[src/design/bed_pkg.sv]
// Package for the button/encoder event dispatcher: beat types, codes,
// default sizes and sequencer states. No dependencies.
`default_nettype none

package bed_pkg;

    // Default table geometry
    localparam int SLOTS_PER_KIND_DEF = 2;
    localparam int NUM_KINDS_DEF      = 4;

    // Event kinds
    localparam logic [1:0] KIND_MODE    = 2'd0;
    localparam logic [1:0] KIND_CAPTURE = 2'd1;
    localparam logic [1:0] KIND_OTHER   = 2'd2;
    localparam logic [1:0] KIND_DIAL    = 2'd3;

    // Request types
    localparam logic [1:0] REQ_TICK  = 2'd0;
    localparam logic [1:0] REQ_REG   = 2'd1;
    localparam logic [1:0] REQ_UNREG = 2'd2;

    // Completion status
    localparam logic [1:0] STAT_OK        = 2'd0;
    localparam logic [1:0] STAT_ERR       = 2'd1;
    localparam logic [1:0] STAT_BAD_PARAM = 2'd2;

    // Result kinds
    localparam logic RES_COMPLETION = 1'b0;
    localparam logic RES_EVENT      = 1'b1;

    // Configuration register map
    localparam int         PADDR_W     = 3;
    localparam logic [0:0] REG_TPD     = 1'b0;
    localparam logic [3:0] TPD_RESET   = 4'd2;

    // Divider geometry: 16-bit magnitude dividend, divisor up to 15 * 32768
    localparam int DIV_N = 16;
    localparam int DVS_W = 20;

    typedef struct packed {
        logic [1:0]         req_type;
        logic               btn_mode_level;
        logic               btn_capture_level;
        logic               btn_other_level;
        logic [15:0]        encoder_count;
        logic [2:0]         source_kind;
        logic [7:0]         requester_id;
        logic signed [15:0] request_param;
    } in_item_t;

    typedef struct packed {
        logic               result_kind;
        logic [7:0]         destination_id;
        logic [1:0]         event_kind;
        logic signed [15:0] event_value;
        logic [1:0]         status_code;
        logic               last;
    } out_item_t;

    typedef struct packed {
        logic             start;
        logic [DIV_N-1:0] dividend;
        logic [DVS_W-1:0] divisor;
    } div_req_t;

    typedef struct packed {
        logic             busy;
        logic [DIV_N-1:0] quotient;
    } div_rsp_t;

    typedef enum logic [3:0] {
        S_IDLE,
        S_MUL,
        S_DIV_GO,
        S_SCAN_RD,
        S_SCAN_CHK,
        S_DIV_WAIT,
        S_REQ_RD,
        S_REQ_CHK,
        S_FLUSH
    } state_t;

endpackage

`default_nettype wire

[src/design/button_encoder_event_dispatcher_unit.sv]
// Top level of the button/encoder event dispatcher: APB register and the
// sequencer. Depends on bed_pkg and bed_ctrl (with bed_ram, bed_div below).
`default_nettype none

// One item is in work at a time; s_ready is high only while the sequencer
// is idle. A tick runs through operand setup, a shift-subtract divider that
// produces one quotient bit per cycle, pickup of the quotient, hand-over of
// the final result and the idle state that takes the next beat. The
// subscriber table is walked one slot at a time through its single read
// port, with a read state and a check state per slot; the walk for pressed
// buttons runs while the divider works and adds time only where it outlasts
// it, and a nonzero dial step adds a walk over the dial slots. Register
// requests walk the slots of their kind up to the first empty one and
// unregister requests walk them all; a request rejected at once goes
// straight to the hand-over. Results leave through an output register, so
// the next item is taken while the final result waits; inside an item a
// result beat is handed over only as the previous one leaves, so a stalled
// receiver stretches the walk and the hand-over. No clearing pass: the table
// has per-entry valid bits that reset clears at once. ticks_per_detent sits
// at byte address 0 and must be written only while the block is idle.
module button_encoder_event_dispatcher_unit #(
    parameter int SLOTS_PER_KIND = bed_pkg::SLOTS_PER_KIND_DEF,
    parameter int NUM_KINDS      = bed_pkg::NUM_KINDS_DEF
) (
    input  wire logic                        aclk,
    input  wire logic                        aresetn,
    input  wire logic                        psel,
    input  wire logic                        penable,
    input  wire logic                        pwrite,
    input  wire logic [bed_pkg::PADDR_W-1:0] paddr,
    input  wire logic [31:0]                 pwdata,
    output logic      [31:0]                 prdata,
    output logic                             pready,
    input  wire logic                        s_valid,
    output logic                             s_ready,
    input  wire bed_pkg::in_item_t           s_data,
    output logic                             m_valid,
    input  wire logic                        m_ready,
    output bed_pkg::out_item_t               m_data
);

    import bed_pkg::*;

    logic [3:0] tpd_reg, tpd_next;
    logic       wr_en;

    // Register write on the access phase
    assign wr_en = psel && penable && pwrite && (paddr[2] == REG_TPD);

    always_comb begin
        tpd_next = tpd_reg;
        if (wr_en) begin
            tpd_next = pwdata[3:0];
        end
    end

    always_ff @(posedge aclk) begin
        if (!aresetn) begin
            tpd_reg <= TPD_RESET;
        end else begin
            tpd_reg <= tpd_next;
        end
    end

    // Read back
    assign prdata = (paddr[2] == REG_TPD) ? {28'h0, tpd_reg} : 32'h0;
    assign pready = 1'b1;

    bed_ctrl #(
        .SLOTS_PER_KIND (SLOTS_PER_KIND),
        .NUM_KINDS      (NUM_KINDS)
    ) u_ctrl (
        .aclk    (aclk),
        .aresetn (aresetn),
        .tpd     (tpd_reg),
        .s_valid (s_valid),
        .s_ready (s_ready),
        .s_data  (s_data),
        .m_valid (m_valid),
        .m_ready (m_ready),
        .m_data  (m_data)
    );

endmodule

`default_nettype wire

[src/design/bed_ram.sv]
// Generic single-write, single-read RAM with registered read data.
// No dependencies.
`default_nettype none

module bed_ram #(
    parameter int WIDTH = 8,
    parameter int DEPTH = 8
) (
    input  wire logic                     aclk,
    input  wire logic                     we,
    input  wire logic [$clog2(DEPTH)-1:0] waddr,
    input  wire logic [WIDTH-1:0]         wdata,
    input  wire logic                     re,
    input  wire logic [$clog2(DEPTH)-1:0] raddr,
    output logic      [WIDTH-1:0]         rdata
);

    logic [WIDTH-1:0] mem [DEPTH];

    always_ff @(posedge aclk) begin
        if (we) begin
            mem[waddr] <= wdata;
        end
        if (re) begin
            rdata <= mem[raddr];
        end
    end

endmodule

`default_nettype wire

[src/design/bed_div.sv]
// Iterative restoring divider on magnitudes, one quotient bit per cycle.
// Depends on bed_pkg.
`default_nettype none

module bed_div (
    input  wire logic              aclk,
    input  wire logic              aresetn,
    input  wire bed_pkg::div_req_t req,
    output bed_pkg::div_rsp_t      rsp
);

    import bed_pkg::*;

    localparam int CW = $clog2(DIV_N + 1);

    logic             busy_reg, busy_next;
    logic [CW-1:0]    cnt_reg, cnt_next;
    logic [DVS_W-1:0] rem_reg, rem_next;
    logic [DIV_N-1:0] quo_reg, quo_next;
    logic [DVS_W-1:0] dvs_reg, dvs_next;
    logic [DVS_W:0]   trial;

    // Shift one dividend bit into the partial remainder, subtract if it fits
    always_comb begin
        busy_next = busy_reg;
        cnt_next  = cnt_reg;
        rem_next  = rem_reg;
        quo_next  = quo_reg;
        dvs_next  = dvs_reg;
        trial     = {rem_reg, quo_reg[DIV_N-1]};
        if (req.start) begin
            busy_next = 1'b1;
            cnt_next  = CW'(DIV_N);
            rem_next  = '0;
            quo_next  = req.dividend;
            dvs_next  = req.divisor;
        end else if (busy_reg) begin
            if (trial >= {1'b0, dvs_reg}) begin
                rem_next = DVS_W'(trial - {1'b0, dvs_reg});
                quo_next = {quo_reg[DIV_N-2:0], 1'b1};
            end else begin
                rem_next = DVS_W'(trial);
                quo_next = {quo_reg[DIV_N-2:0], 1'b0};
            end
            cnt_next = cnt_reg - CW'(1);
            if (cnt_reg == CW'(1)) begin
                busy_next = 1'b0;
            end
        end
    end

    always_ff @(posedge aclk) begin
        if (!aresetn) begin
            busy_reg <= 1'b0;
            cnt_reg  <= '0;
        end else begin
            busy_reg <= busy_next;
            cnt_reg  <= cnt_next;
        end
        rem_reg <= rem_next;
        quo_reg <= quo_next;
        dvs_reg <= dvs_next;
    end

    assign rsp.busy     = busy_reg;
    assign rsp.quotient = quo_reg;

endmodule

`default_nettype wire

[src/design/bed_ctrl.sv]
// Sequencer: button history, encoder reference, subscriber table walk,
// pending/output result registers. Depends on bed_pkg, bed_ram, bed_div.
`default_nettype none

module bed_ctrl #(
    parameter int SLOTS_PER_KIND = bed_pkg::SLOTS_PER_KIND_DEF,
    parameter int NUM_KINDS      = bed_pkg::NUM_KINDS_DEF
) (
    input  wire logic               aclk,
    input  wire logic               aresetn,
    input  wire logic [3:0]         tpd,
    input  wire logic               s_valid,
    output logic                    s_ready,
    input  wire bed_pkg::in_item_t  s_data,
    output logic                    m_valid,
    input  wire logic               m_ready,
    output bed_pkg::out_item_t      m_data
);

    import bed_pkg::*;

    localparam int DEPTH = NUM_KINDS * SLOTS_PER_KIND;
    localparam int AW    = $clog2(DEPTH);
    localparam int SW    = (SLOTS_PER_KIND > 1) ? $clog2(SLOTS_PER_KIND) : 1;

    state_t             state_reg, state_next;
    in_item_t           item_reg, item_next;
    logic [2:0]         h0_reg, h0_next;
    logic [2:0]         h1_reg, h1_next;
    logic [2:0]         press_reg, press_next;
    logic [15:0]        ref_reg, ref_next;
    logic signed [15:0] sens_reg, sens_next;
    logic [DEPTH-1:0]   valid_reg, valid_next;
    logic [2:0]         kind_reg, kind_next;
    logic [SW-1:0]      slot_reg, slot_next;
    logic signed [15:0] evv_reg, evv_next;
    logic               hit_reg, hit_next;
    logic               neg_reg, neg_next;
    logic [DIV_N-1:0]   dvd_reg, dvd_next;
    logic [DVS_W-1:0]   dvs_reg, dvs_next;
    logic               pend_valid_reg, pend_valid_next;
    out_item_t          pend_reg, pend_next;
    logic               m_valid_reg, m_valid_next;
    out_item_t          m_data_reg, m_data_next;
    logic               rd_valid_reg;

    logic [AW-1:0]      cur_addr;
    logic               ram_we, ram_re;
    logic [7:0]         ram_wdata, ram_rdata, entry;
    logic               last_slot, out_free;
    logic [2:0]         lvl;
    logic [15:0]        diff, sens_mag;
    logic [3:0]         tpd_eff;
    logic signed [15:0] q_val;
    out_item_t          res_evt, res_cpl;
    logic [1:0]         cpl_status;
    div_req_t           div_req;
    div_rsp_t           div_rsp;

    bed_ram #(
        .WIDTH (8),
        .DEPTH (DEPTH)
    ) u_table (
        .aclk  (aclk),
        .we    (ram_we),
        .waddr (cur_addr),
        .wdata (ram_wdata),
        .re    (ram_re),
        .raddr (cur_addr),
        .rdata (ram_rdata)
    );

    bed_div u_div (
        .aclk    (aclk),
        .aresetn (aresetn),
        .req     (div_req),
        .rsp     (div_rsp)
    );

    // Table address and helpers
    assign cur_addr  = AW'(int'(kind_reg) * SLOTS_PER_KIND + int'(slot_reg));
    assign last_slot = (slot_reg == SW'(SLOTS_PER_KIND - 1));
    assign entry     = rd_valid_reg ? ram_rdata : 8'h00;
    assign out_free  = !m_valid_reg || m_ready;
    assign lvl       = {s_data.btn_other_level, s_data.btn_capture_level,
                        s_data.btn_mode_level};
    assign diff      = item_reg.encoder_count - ref_reg;
    assign sens_mag  = sens_reg[15] ? 16'(-sens_reg) : 16'(sens_reg);
    assign tpd_eff   = (tpd == 4'd0) ? 4'd1 : tpd;

    // Signed quotient with saturation of +32768
    always_comb begin
        if (neg_reg) begin
            q_val = -$signed(div_rsp.quotient);
        end else if (div_rsp.quotient[DIV_N-1]) begin
            q_val = 16'sh7FFF;
        end else begin
            q_val = $signed(div_rsp.quotient);
        end
    end

    // Completion status of the slot under check
    always_comb begin
        if (item_reg.req_type == REQ_REG) begin
            cpl_status = (entry == 8'h00) ? STAT_OK : STAT_ERR;
        end else begin
            cpl_status = (hit_reg || entry == item_reg.requester_id) ? STAT_OK : STAT_ERR;
        end
    end

    // Candidate result beats
    always_comb begin
        res_evt = '{result_kind: RES_EVENT, destination_id: entry,
                    event_kind: kind_reg[1:0], event_value: evv_reg,
                    status_code: STAT_OK, last: 1'b0};
        res_cpl = '{result_kind: RES_COMPLETION,
                    destination_id: item_reg.requester_id,
                    event_kind: 2'd0, event_value: 16'sd0,
                    status_code: cpl_status, last: 1'b0};
    end

    // Sequencer
    always_comb begin
        state_next      = state_reg;
        item_next       = item_reg;
        h0_next         = h0_reg;
        h1_next         = h1_reg;
        press_next      = press_reg;
        ref_next        = ref_reg;
        sens_next       = sens_reg;
        valid_next      = valid_reg;
        kind_next       = kind_reg;
        slot_next       = slot_reg;
        evv_next        = evv_reg;
        hit_next        = hit_reg;
        neg_next        = neg_reg;
        dvd_next        = dvd_reg;
        dvs_next        = dvs_reg;
        pend_valid_next = pend_valid_reg;
        pend_next       = pend_reg;
        m_valid_next    = m_valid_reg;
        m_data_next     = m_data_reg;
        ram_we          = 1'b0;
        ram_re          = 1'b0;
        ram_wdata       = 8'h00;
        div_req.start    = 1'b0;
        div_req.dividend = dvd_reg;
        div_req.divisor  = dvs_reg;

        if (m_valid_reg && m_ready) begin
            m_valid_next = 1'b0;
        end

        case (state_reg)
            S_IDLE: begin
                if (s_valid) begin
                    item_next = s_data;
                    kind_next = 3'(KIND_MODE);
                    slot_next = '0;
                    hit_next  = 1'b0;
                    evv_next  = 16'sd0;
                    if (s_data.req_type == REQ_TICK) begin
                        // Two agreeing samples that differ from the older one
                        press_next = ~lvl & (lvl ^ h1_reg) & ~(lvl ^ h0_reg);
                        for (int b = 0; b < 3; b++) begin
                            if ((lvl[b] != h1_reg[b]) || (lvl[b] != h0_reg[b])) begin
                                h1_next[b] = h0_reg[b];
                            end
                        end
                        h0_next    = lvl;
                        state_next = S_MUL;
                    end else if (s_data.req_type == REQ_REG ||
                                 s_data.req_type == REQ_UNREG) begin
                        if (int'(s_data.source_kind) >= NUM_KINDS) begin
                            pend_valid_next = 1'b1;
                            pend_next = '{result_kind: RES_COMPLETION,
                                          destination_id: s_data.requester_id,
                                          event_kind: 2'd0, event_value: 16'sd0,
                                          status_code: STAT_BAD_PARAM, last: 1'b0};
                            state_next = S_FLUSH;
                        end else begin
                            kind_next  = s_data.source_kind;
                            state_next = S_REQ_RD;
                        end
                    end else begin
                        pend_valid_next = 1'b1;
                        pend_next = '{result_kind: RES_COMPLETION,
                                      destination_id: s_data.requester_id,
                                      event_kind: 2'd0, event_value: 16'sd0,
                                      status_code: STAT_ERR, last: 1'b0};
                        state_next = S_FLUSH;
                    end
                end
            end

            // Divisor product and operand magnitudes
            S_MUL: begin
                dvs_next   = DVS_W'(tpd_eff * sens_mag);
                dvd_next   = diff[15] ? 16'(-diff) : diff;
                neg_next   = diff[15] ^ sens_reg[15];
                state_next = S_DIV_GO;
            end

            S_DIV_GO: begin
                div_req.start = 1'b1;
                state_next    = S_SCAN_RD;
            end

            // Skip buttons without a press, else read the slot
            S_SCAN_RD: begin
                if (kind_reg < 3'(KIND_DIAL) && !press_reg[kind_reg[1:0]]) begin
                    kind_next = kind_reg + 3'd1;
                    if (kind_reg == 3'(KIND_OTHER)) begin
                        state_next = S_DIV_WAIT;
                    end
                end else begin
                    ram_re     = 1'b1;
                    state_next = S_SCAN_CHK;
                end
            end

            S_SCAN_CHK: begin
                if (entry == 8'h00 || !pend_valid_reg || out_free) begin
                    if (entry != 8'h00) begin
                        if (pend_valid_reg) begin
                            m_valid_next = 1'b1;
                            m_data_next  = pend_reg;
                        end
                        pend_valid_next = 1'b1;
                        pend_next       = res_evt;
                    end
                    if (last_slot) begin
                        slot_next = '0;
                        if (kind_reg == 3'(KIND_DIAL)) begin
                            state_next = S_FLUSH;
                        end else begin
                            kind_next  = kind_reg + 3'd1;
                            state_next = (kind_reg == 3'(KIND_OTHER)) ? S_DIV_WAIT
                                                                      : S_SCAN_RD;
                        end
                    end else begin
                        slot_next  = slot_reg + SW'(1);
                        state_next = S_SCAN_RD;
                    end
                end
            end

            // Dial step once the quotient is ready
            S_DIV_WAIT: begin
                if (!div_rsp.busy) begin
                    if (div_rsp.quotient != '0) begin
                        ref_next   = item_reg.encoder_count;
                        evv_next   = q_val;
                        kind_next  = 3'(KIND_DIAL);
                        slot_next  = '0;
                        state_next = S_SCAN_RD;
                    end else begin
                        state_next = S_FLUSH;
                    end
                end
            end

            S_REQ_RD: begin
                ram_re     = 1'b1;
                state_next = S_REQ_CHK;
            end

            // Register fills the first empty slot; unregister clears matches
            S_REQ_CHK: begin
                if (item_reg.req_type == REQ_REG) begin
                    if (entry == 8'h00) begin
                        ram_we             = 1'b1;
                        ram_wdata          = item_reg.requester_id;
                        valid_next[cur_addr] = 1'b1;
                        if (kind_reg == 3'(KIND_DIAL)) begin
                            sens_next = (item_reg.request_param == 16'sd0) ? 16'sd1
                                                                       : item_reg.request_param;
                        end
                        pend_valid_next = 1'b1;
                        pend_next       = res_cpl;
                        state_next      = S_FLUSH;
                    end else if (last_slot) begin
                        pend_valid_next = 1'b1;
                        pend_next       = res_cpl;
                        state_next      = S_FLUSH;
                    end else begin
                        slot_next  = slot_reg + SW'(1);
                        state_next = S_REQ_RD;
                    end
                end else begin
                    if (entry == item_reg.requester_id) begin
                        ram_we               = 1'b1;
                        ram_wdata            = 8'h00;
                        valid_next[cur_addr] = 1'b1;
                        hit_next             = 1'b1;
                    end
                    if (last_slot) begin
                        pend_valid_next = 1'b1;
                        pend_next       = res_cpl;
                        state_next      = S_FLUSH;
                    end else begin
                        slot_next  = slot_reg + SW'(1);
                        state_next = S_REQ_RD;
                    end
                end
            end

            // Hand the held beat over with last set
            S_FLUSH: begin
                if (!pend_valid_reg) begin
                    state_next = S_IDLE;
                end else if (out_free) begin
                    m_valid_next     = 1'b1;
                    m_data_next      = pend_reg;
                    m_data_next.last = 1'b1;
                    pend_valid_next  = 1'b0;
                    state_next       = S_IDLE;
                end
            end

            default: begin
                state_next = S_IDLE;
            end
        endcase
    end

    always_ff @(posedge aclk) begin
        if (!aresetn) begin
            state_reg      <= S_IDLE;
            h0_reg         <= 3'b111;
            h1_reg         <= 3'b111;
            ref_reg        <= 16'h0000;
            sens_reg       <= 16'sd1;
            valid_reg      <= '0;
            pend_valid_reg <= 1'b0;
            m_valid_reg    <= 1'b0;
        end else begin
            state_reg      <= state_next;
            h0_reg         <= h0_next;
            h1_reg         <= h1_next;
            ref_reg        <= ref_next;
            sens_reg       <= sens_next;
            valid_reg      <= valid_next;
            pend_valid_reg <= pend_valid_next;
            m_valid_reg    <= m_valid_next;
        end
        item_reg   <= item_next;
        press_reg  <= press_next;
        kind_reg   <= kind_next;
        slot_reg   <= slot_next;
        evv_reg    <= evv_next;
        hit_reg    <= hit_next;
        neg_reg    <= neg_next;
        dvd_reg    <= dvd_next;
        dvs_reg    <= dvs_next;
        pend_reg   <= pend_next;
        m_data_reg <= m_data_next;
        if (ram_re) begin
            rd_valid_reg <= valid_reg[cur_addr];
        end
    end

    assign s_ready = (state_reg == S_IDLE);
    assign m_valid = m_valid_reg;
    assign m_data  = m_data_reg;

`ifndef NO_ASSERTIONS
    // A new item never starts with a beat still held back
    a_idle_no_pend: assert property (@(posedge aclk) disable iff (!aresetn)
        (state_reg == S_IDLE) |-> !pend_valid_reg)
        else $error("held result beat left over at idle");

    // The divider is only restarted once it has finished
    a_div_start: assert property (@(posedge aclk) disable iff (!aresetn)
        div_req.start |-> !div_rsp.busy)
        else $error("divider restarted while busy");

    // Table writes come only from request handling
    a_ram_we: assert property (@(posedge aclk) disable iff (!aresetn)
        ram_we |-> (state_reg == S_REQ_CHK && item_reg.req_type != REQ_TICK))
        else $error("subscriber table written outside a request");

    // A nonzero dial step moves the encoder reference to the sampled count
    a_ref_update: assert property (@(posedge aclk) disable iff (!aresetn)
        (state_reg == S_DIV_WAIT && !div_rsp.busy && div_rsp.quotient != '0)
        |=> (ref_reg == $past(item_reg.encoder_count)))
        else $error("encoder reference not updated on dial step");

    // Sensitivity is never zero, so the divisor never is
    a_sens_nonzero: assert property (@(posedge aclk) disable iff (!aresetn)
        sens_reg != 16'sd0)
        else $error("dial sensitivity became zero");
`endif

endmodule

`default_nettype wire

[config.mk]
export PLATFORM = sky130hd
export DESIGN_NAME = button_encoder_event_dispatcher_unit
export DESIGN_NICKNAME = d
export VERILOG_FILES = /design/src/design/bed_pkg.sv /design/src/design/button_encoder_event_dispatcher_unit.sv /design/src/design/bed_ram.sv /design/src/design/bed_div.sv /design/src/design/bed_ctrl.sv
export SDC_FILE = /design/constraint.sdc
export NUM_CORES = 1
export LEC_CHECK = 0
export ABC_AREA = 1
export BUFFER_PORTS_ARGS = -buffer_cell sky130_fd_sc_hd__buf_4
export CAP_MARGIN = 0
export CORE_ASPECT_RATIO = 0.75
export CORE_MARGIN = 3
export CORE_UTILIZATION = 45
export CTS_BUF_LIST = sky130_fd_sc_hd__clkbuf_8
export DETAILED_ROUTE_END_ITERATION = 6
export PLACE_DENSITY_LB_ADDON = 0.3
export REMOVE_ABC_BUFFERS = 1
export SYNTH_ARGS = -nofsm -noshare
export SYNTH_HDL_FRONTEND = slang
export SYNTH_SLANG_ARGS = --single-unit
[constraint.sdc]
create_clock -name aclk -period 7 [get_ports aclk]
set_input_delay 2.1 -clock aclk [delete_from_list [all_inputs] [get_ports aclk]]
set_output_delay 2.1 -clock aclk [all_outputs]
set_load 0.03 [all_outputs]
==> results.cfg <==
[power]
irDropWorstVdd_mv = 0.165
p_leak_uw = 0.00918
power_density_nw_per_um2 = 319

[synthesis]
synth_flop_cell = edfxtp_1
ys_ff_latch = 354
yosysUniqueCellTypes = 46
syn_avg_cell_area_um2 = 8.88
synth_seq_area_share = 0.511
async_reset_ff_frac = 0
syn_inst = 2162
yosys_warnings = 0
synth_edf_count = 272
synth_area_um2 = 19200

[die]
die_width_um = 244
coreArea_um2 = 41400
start_util = 0.464
die_y_um = 185
die_area_um2 = 45200
pin_count = 155
rows = 64

[drt]
vias = 14696
ant_nets = 0
drt_first_iter_violations = 1113
routedWlPerCell_um = 14.7
drcViolationCount = 0
firstDrtPassIters = 5
totalWireLength_um = 42400
vias_per_cell = 5.11

[timing]
tightest_slew_ps = 1070
fin_skew_ps = 31.1
rsz0062_at_grt = no
max-slew-margin-rel = 0.287
min_period_over_period = 0.659
finalSetupTns_ps = 0
timing.final.crit_period_ps = 4610
hold_viol_final = 0
setup_ws_ps = 2390
slew_violations = 0
setup_viol = 0
fmax_mhz = 217

[global_route]
grt-ovfl-total = 0
grt_max_degree = 55
grt_usage = 0.186
grt_pass1_vias = 13728
antenna_found_initial = 0
grt_pass1_wl_um = 68700

[clock_network]
cts_setup_buffers = 0
clockBufferDepth = 3
clk_pin_slew_ps = 60
numCtsBuffers = 55
root_buffer = clkbuf_8
clkLatencyLatePin_ps = 610
ctsResizeCount = 0
cts_hold_buffers = 0
clock-sinks = 354
htree_levels = 2
cts_tree = yes

[worst_setup_path]
critical_path_class = in -> out
arrival_ps = 2510
path_common_cell = buf_4
worstPathCellList = buf_4 -> nor2_1 -> buf_4
cp_slowest_cell = buf_4
path_buf_inv = 2
cpLargestDelayFamily = buffers and inverters
critPathMaxStageDelay_ps = 180
worstPathMaxFanout = 5
crit_required_ps = 4900
end_kind = primary output
start_kind = primary input

[placed_design]
port-buffer-count = 95
place_area_um2 = 20400
dp_cells = 2773
place_ws_ps = 2390
place_hpwl_um = 31300
place.gp.congestion = 0.876

[job]
drv_cap = 0

[worst_hold_path]
hp-class = reg -> reg

[layout]
drive_gt1_frac = 0.0929
fillers = 3864
multi_input_area_um2 = 7800
final_area_um2 = 21400
area_growth_pct = 11.5
nets = 2462
final-seq-area_um2 = 9810
diodes = 0
layout_commonest_cell = nand2_1
final_cell_mix = nand2_1 (434), inv_1 (348), edfxtp_1 (272)
stdcell_count = 2875
largest_register_ffs = 64

[status]
status = complete, no violations
-- routing by layer --
layer  vias up  GRT usage  share of wire
met1      6811      0.276           0.50
met2       442      0.273           0.41
li1       7385          -              -
met5         -          0              0
met3        58     0.0404          0.072
met4         0     0.0569          0.021
-- report_power, final --
group | internal (µW) | switching (µW)
clock network | 828 | 801
registers | 2890 | 225
logic | 593 | 1480
-- final timing paths --
check	from	to	slack, ps	cells after the start
max	paddr[2]	prdata[3]	2390	3
min reg2reg	u_ctrl.dvs_reg[6]$_DFFE_PP_	u_ctrl.u_div.dvs_reg[6]$_DFFE_PP_	410	0
min	u_ctrl.dvs_reg[6]$_DFFE_PP_	u_ctrl.u_div.dvs_reg[6]$_DFFE_PP_	410	0
max reg2reg	u_ctrl.sens_reg[15]$_SDFFE_PN0P_	u_ctrl.dvs_reg[18]$_DFFE_PP_	2390	17
-- Yosys cell counts, types with 9 or more instances --
master / n / share of area
a21oi_1: 106 / 0.028
a31oi_1: 30 / 0.0098
buf_4: 32 / 0.013
clkbuf_1: 40 / 0.0078
dfxtp_1: 82 / 0.086
edfxtp_1: 272 / 0.43
fa_1: 30 / 0.031
ha_1: 73 / 0.048
inv_1: 324 / 0.063
nand2_1: 434 / 0.085
nand3_1: 105 / 0.027
nand4_1: 38 / 0.012
nor2_1: 225 / 0.044
nor3_1: 26 / 0.0068
nor4_1: 9 / 0.0029
o211ai_1: 16 / 0.0063
o21ai_0: 157 / 0.041
o22ai_1: 11 / 0.0036
or2_2: 11 / 0.0036
xnor2_1: 17 / 0.0078
xor2_1: 38 / 0.017
-- worst register-to-register path, cell delays in order (launching register included) --
cell	delay, ps
dfxtp_1	680
inv_1	290
a31oi_1	240
xor2_1	90
inv_1	130
nor2_1	80
fa_1	520
inv_1	50
fa_1	520
inv_1	40
ha_1	340
a21oi_1	160
nand2_1	90
a21boi_0	430
o21ai_0	330
nand3_1	140
nand2_1	70
xor2_1	150
-- final cells by class --
type / count / share of cell area
clock inverters: 42 / 0.00976
well taps: 561 / 0.0328
clock buffers: 60 / 0.0386
multi-input cells: 1418 / 0.364
inverters: 332 / 0.0582
flip-flops and latches: 354 / 0.458
repair buffers: 108 / 0.0379
-- through the flow --
step                      power, µW  hold WS [ps]   util
final                          6820           408  0.517
after global routing           7300           416  0.517
after CTS                      6870           405  0.517
after detailed placement       5210           405  0.492
after global placement         5160           400  0.492
after floorplan                4530           400      -
-- logic make-up (layout without fill, tap and decap cells) --
group                      after synthesis  in the layout  share of synthesized area
buffers and inverters                  417            542                     0.0891
xor gates and xnor gates                55             55                     0.0251
adders and majority gates              103            103                     0.0789
other                                    2             29                   0.000391
and+or+nand+nor                        870            870                      0.190
DFF                                    354            354                      0.511
AOI/OAI and AO/OA                      361            361                      0.105
(Power assumes the default switching activity.)
